### config.mk
export PLATFORM = sky130hd
export DESIGN_NAME = rpi_queue
export DESIGN_NICKNAME = d
export VERILOG_FILES = /design/src/hw/rtl/rpi_pkg.sv /design/src/hw/rtl/rpi_queue.sv
export SDC_FILE = /design/constraint.sdc
export NUM_CORES = 1
export LEC_CHECK = 0
export CORE_MARGIN = 2
export CORE_UTILIZATION = 58
export CTS_BUF_LIST = sky130_fd_sc_hd__clkbuf_16
export DETAILED_ROUTE_END_ITERATION = 10
export DONT_BUFFER_PORTS = 1
export PLACE_DENSITY = 0.72
export RECOVER_POWER = 25
export SLEW_MARGIN = 20
export SYNTH_ARGS = -nofsm -noshare
export SYNTH_HDL_FRONTEND = slang
export SYNTH_SLANG_ARGS = --single-unit
### constraint.sdc
create_clock -name clk -period 4.71 [get_ports clk]
set_clock_uncertainty 0.15 [all_clocks]
set_input_delay 0.942 -clock clk [delete_from_list [all_inputs] [get_ports clk]]
set_output_delay 0.942 -clock clk [all_outputs]
set_load 0.03 [all_outputs]
### src/hw/rtl/rpi_pkg.sv
// Shared types and constants for the ray/plane intersection block.
package rpi_pkg;

  localparam int COORD_WIDTH_DEF = 32;
  localparam int FIELD_W = 32;
  localparam int NORM_W = 16;
  localparam int EPS_W = 16;
  localparam int MAG_W = 50;
  localparam int REM_W = MAG_W + 1;
  localparam int QUO_W = 31;
  localparam int CFG_IDX_W = 3;
  localparam int QUEUE_DEPTH = 4;

  localparam logic [CFG_IDX_W-1:0] REG_NORMAL_X = 3'd0;
  localparam logic [CFG_IDX_W-1:0] REG_NORMAL_Y = 3'd1;
  localparam logic [CFG_IDX_W-1:0] REG_NORMAL_Z = 3'd2;
  localparam logic [CFG_IDX_W-1:0] REG_OFFSET = 3'd3;
  localparam logic [CFG_IDX_W-1:0] REG_EPSILON = 3'd4;

  localparam logic signed [NORM_W-1:0] NORMAL_Z_RST = 16'sd16384;
  localparam logic [EPS_W-1:0] EPSILON_RST = 16'd1;

  typedef struct packed {
    logic signed [NORM_W-1:0]  nx;
    logic signed [NORM_W-1:0]  ny;
    logic signed [NORM_W-1:0]  nz;
    logic signed [FIELD_W-1:0] d;
    logic [EPS_W-1:0]          eps;
  } cfg_t;

  // Classified ray, waiting for the divider.
  typedef struct packed {
    logic             miss;
    logic             sat;
    logic             flip;
    logic [MAG_W-1:0] a;
    logic [MAG_W-1:0] b;
  } job_t;

  typedef struct packed {
    logic             miss;
    logic             sat;
    logic             flip;
    logic [REM_W-1:0] rem;
    logic [QUO_W-1:0] low;
    logic [QUO_W-1:0] q;
    logic [MAG_W-1:0] b;
  } div_t;

endpackage

### src/hw/rtl/rpi_queue.sv
// Short queue between front end and divider.
module rpi_queue #(
  parameter int DEPTH = rpi_pkg::QUEUE_DEPTH
) (
  input  logic          clk,
  input  logic          rst,
  input  logic          push,
  input  rpi_pkg::job_t din,
  output logic          full,
  input  logic          pop,
  output rpi_pkg::job_t dout,
  output logic          empty
);
  localparam int AW = (DEPTH > 1) ? $clog2(DEPTH) : 1;

  rpi_pkg::job_t mem [DEPTH];
  logic [AW-1:0] wp, rp;
  logic [AW:0] cnt;

  assign full = (cnt == (AW+1)'(DEPTH));
  assign empty = (cnt == '0);
  assign dout = mem[rp];

  always_ff @(posedge clk) begin
    if (push) mem[wp] <= din;
  end

  always_ff @(posedge clk) begin
    if (rst) begin
      wp <= '0;
      rp <= '0;
      cnt <= '0;
    end else begin
      if (push) wp <= (wp == AW'(DEPTH - 1)) ? '0 : wp + 1'b1;
      if (pop) rp <= (rp == AW'(DEPTH - 1)) ? '0 : rp + 1'b1;
      if (push && !pop) cnt <= cnt + 1'b1;
      else if (pop && !push) cnt <= cnt - 1'b1;
    end
  end
endmodule

==> impl_metrics.csv <==
group,metric,value,unit
synth,postSynthAreaPerCell,26.4,um2
clocking,cts_root_buf,"clkbuf_16",
clocking,clkSinkCount,421,
setup_path,setup.worst_path.class,"reg2out",
setup_path,crit_buf_inv,1,
sta,tightest_slew,0.967,ns
clocking,tritoncts,"yes",
synth,synth.distinct_cells,20,
setup_path,r2r-end,"mem[0][2]$_DFFE_PP_",
final_layout,final_layout_size_suffix_gt1_frac,0.265,
sta,relSlewSlack,0.354,
clocking,cts_max_path_buffers,3,
die,die_h,167,um
synth,ys_seq_area_frac,0.816,
final_layout,final_common_cell,"edfxtp_1",
setup_path,slowest_stage,"mux4_2",
synth,synth_warnings,0,
clocking,worst_skew_pair.late_latency,0.51,ns
pwr,powerDensity,467,nW/um2
sta,setup_viol,0,
sta,hold_viol,0,
grt,grt_pass1_wl,38100,um
placement,gp_congestion,0.721,
hold_path,hold_path_class,"in2reg",
clocking,cts_setup_buffers,0,
placement,dpl.hpwl,14900,um
die,fp.coreArea,26100,um2
setup_path,cp-start-kind,"register",
synth,syn_inst,582,
pwr,p_leak,5.23,nW
pwr,peakVddDrop,0.468,mV
final_layout,final_cell_mix,"edfxtp_1, mux4_2, clkbuf_16",
setup_path,reg2reg_depth,4,
clocking,hold_buffers,0,
flow_run,cap_violations,0,
hold_path,min-delay-start,"rst",
setup_path,crit_family,"multiplexers",
setup_path,cp.arrival,2.40,ns
route,vias_per_cell,6.11,
route,totalWireLength,24600,um
setup_path,crit_chain,"buf_12 -> mux4_2",
clocking,h-tree-depth,2,
route,drt_iter0_drc,479,
setup_path,required,3.62,ns
grt,grtUsageTotal,0.181,
grt,grt_pass1_vias,6514,
sta,min_period_over_period,0.742,
setup_path,worst-path-stages,2,
route,ant_nets,0,
sta,grt_setup_unrepaired,"false",
setup_path,reg2reg_slack,2.53,ns
die,rows,59,
sta,max_freq,286,MHz
grt,antenna_found_initial,0,
die,die_w,167,um
final_layout,num_antenna_cells,0,
setup_path,r2r-start,"wp[0]$_SDFFE_PP0P_",
grt,grt_start_max_net_pins,60,
setup_path,endpoint_kind,"primary output",
route,routedWlPerCell,25.3,um
final_layout,utilization,0.648,
setup_path,cp_max_fo,59,
sta,finalSetupTns,0,ns
synth,synth.net_count,696,
sta,drv_slew,0,
synth,synth_seq_cells,421,
route,drc_errors,0,
route,dr.pass1.iters,5,
die,dieArea,27800,um2
die,ios,212,
sta,layout_min_cycle_time,3.50,ns
clocking,path_clk_slew,0.06,ns
setup_path,slowest_delay,0.71,ns
grt,overflow,0,
route,vias,5947,
clocking,cts_resized,0,
clocking,cts_buffers,40,
die,floorplan.initialDensity,0.590,
placement,port_buffers,0,
setup_path,cp-endpoint,"dout[53]",
synth,synth_area,15400,um2
final_layout,nNetsFinal,722,
final_layout,fill_cells,1604,
final_layout,areaGrowthSynthToFinish,9.85,%
outcome,outcome,"finished clean",
==> cell type report <==
cell class / count / area, um2 / area share
clock inverter: 31 / 170 / 0.0101
timing repair buffer: 7 / 128 / 0.00755
inverter: 4 / 15.0 / 0.000889
tap: 335 / 419 / 0.0248
clock buffer: 41 / 1030 / 0.0607
sequential: 421 / 12600 / 0.743
multi-input combinational: 134 / 2570 / 0.152
==> metrics by stage <==
step	total power, W	area [um2]	worst slack (ns)	instances	hold WS, ns
after floorplan	0.00502	15400	0.769	582	0.310
after global placement	0.00510	15700	1.71	901	0.334
after detailed placement	0.00512	15700	1.71	901	0.387
after CTS	0.00799	16900	1.15	973	0.329
after global routing	0.00817	16900	1.07	973	0.331
final	0.00789	16900	1.21	973	0.345
==> per-layer routing <==
metal	global-route usage	part of all wire	vias to the layer above
met2	0.297	0.49	216
met1	0.221	0.38	3131
met5	0	0	-
met3	0.0844	0.11	40
li1	-	-	2560
met4	0.0457	0.020	0
==> worst min path at each step <==
| stage | endpoint | cells after the start |
|---|---|---|
| 2_1_floorplan | cnt[2]$_SDFFE_PP0P_ | 2 |
| 6_report | wp[0]$_SDFFE_PP0P_ | 1 |
| 5_1_grt | cnt[0]$_SDFFE_PP0P_ | 1 |
| 3_3_place_gp | cnt[2]$_SDFFE_PP0P_ | 2 |
| 4_1_cts | wp[0]$_SDFFE_PP0P_ | 1 |
| 3_5_place_dp | register | 2 |
==> kinds of logic after synthesis <==
| logic type | synth area share |
|---|---|
| AND/OR/NAND/NOR | 0.00504 |
| AO/OA/AOI/OAI | 0.000976 |
| flip-flops | 0.816 |
| multiplexers | 0.153 |
| buffers and inverters | 0.0169 |
| XOR/XNOR | 0.00114 |
| adder cells (fa/ha/maj) | 0.00618 |
==> Yosys cell counts <==
cell type / instances / area (um2)
edfxtp_1: 412 / 12400
mux4_2: 103 / 2320
dfxtp_1: 9 / 180
buf_12: 8 / 160
buf_2: 8 / 40.0
nor2_1: 7 / 26.3
ha_1: 6 / 75.1
and2_1: 4 / 25.0
inv_1: 4 / 15.0
mux2i_1: 4 / 40.0
buf_1: 3 / 11.3
buf_4: 3 / 22.5
a21oi_1: 2 / 10.0
nor3b_1: 2 / 15.0
xor2_1: 2 / 17.5
buf_6: 1 / 11.3
fa_1: 1 / 20.0
nor3_1: 1 / 5.00
o21ai_0: 1 / 5.00
or3_1: 1 / 6.26
==> report_power, final <==
group,leakage (nW),switching (W),total (W),internal (W)
Clock,0.613,0.00123,0.00287,0.00163
Combinational,0.759,0.000466,0.000671,0.000205
Sequential,3.86,0.0000602,0.00436,0.00430
Total,5.23,0.00176,0.00789,0.00613
==> sequential cells by signal, summed over array words and instances (netlist names), named ones only <==
register,cells
mem,412
cnt,3
rp,2
wp,2
==> worst register-to-register path, stage by stage, from the launching register on <==
cell and delay [ns]:
dfxtp_1 0.35, inv_1 0.10, ha_1 0.15, and2_4 0.61, buf_12 0.43
Power figures use the tool's default switching activity.
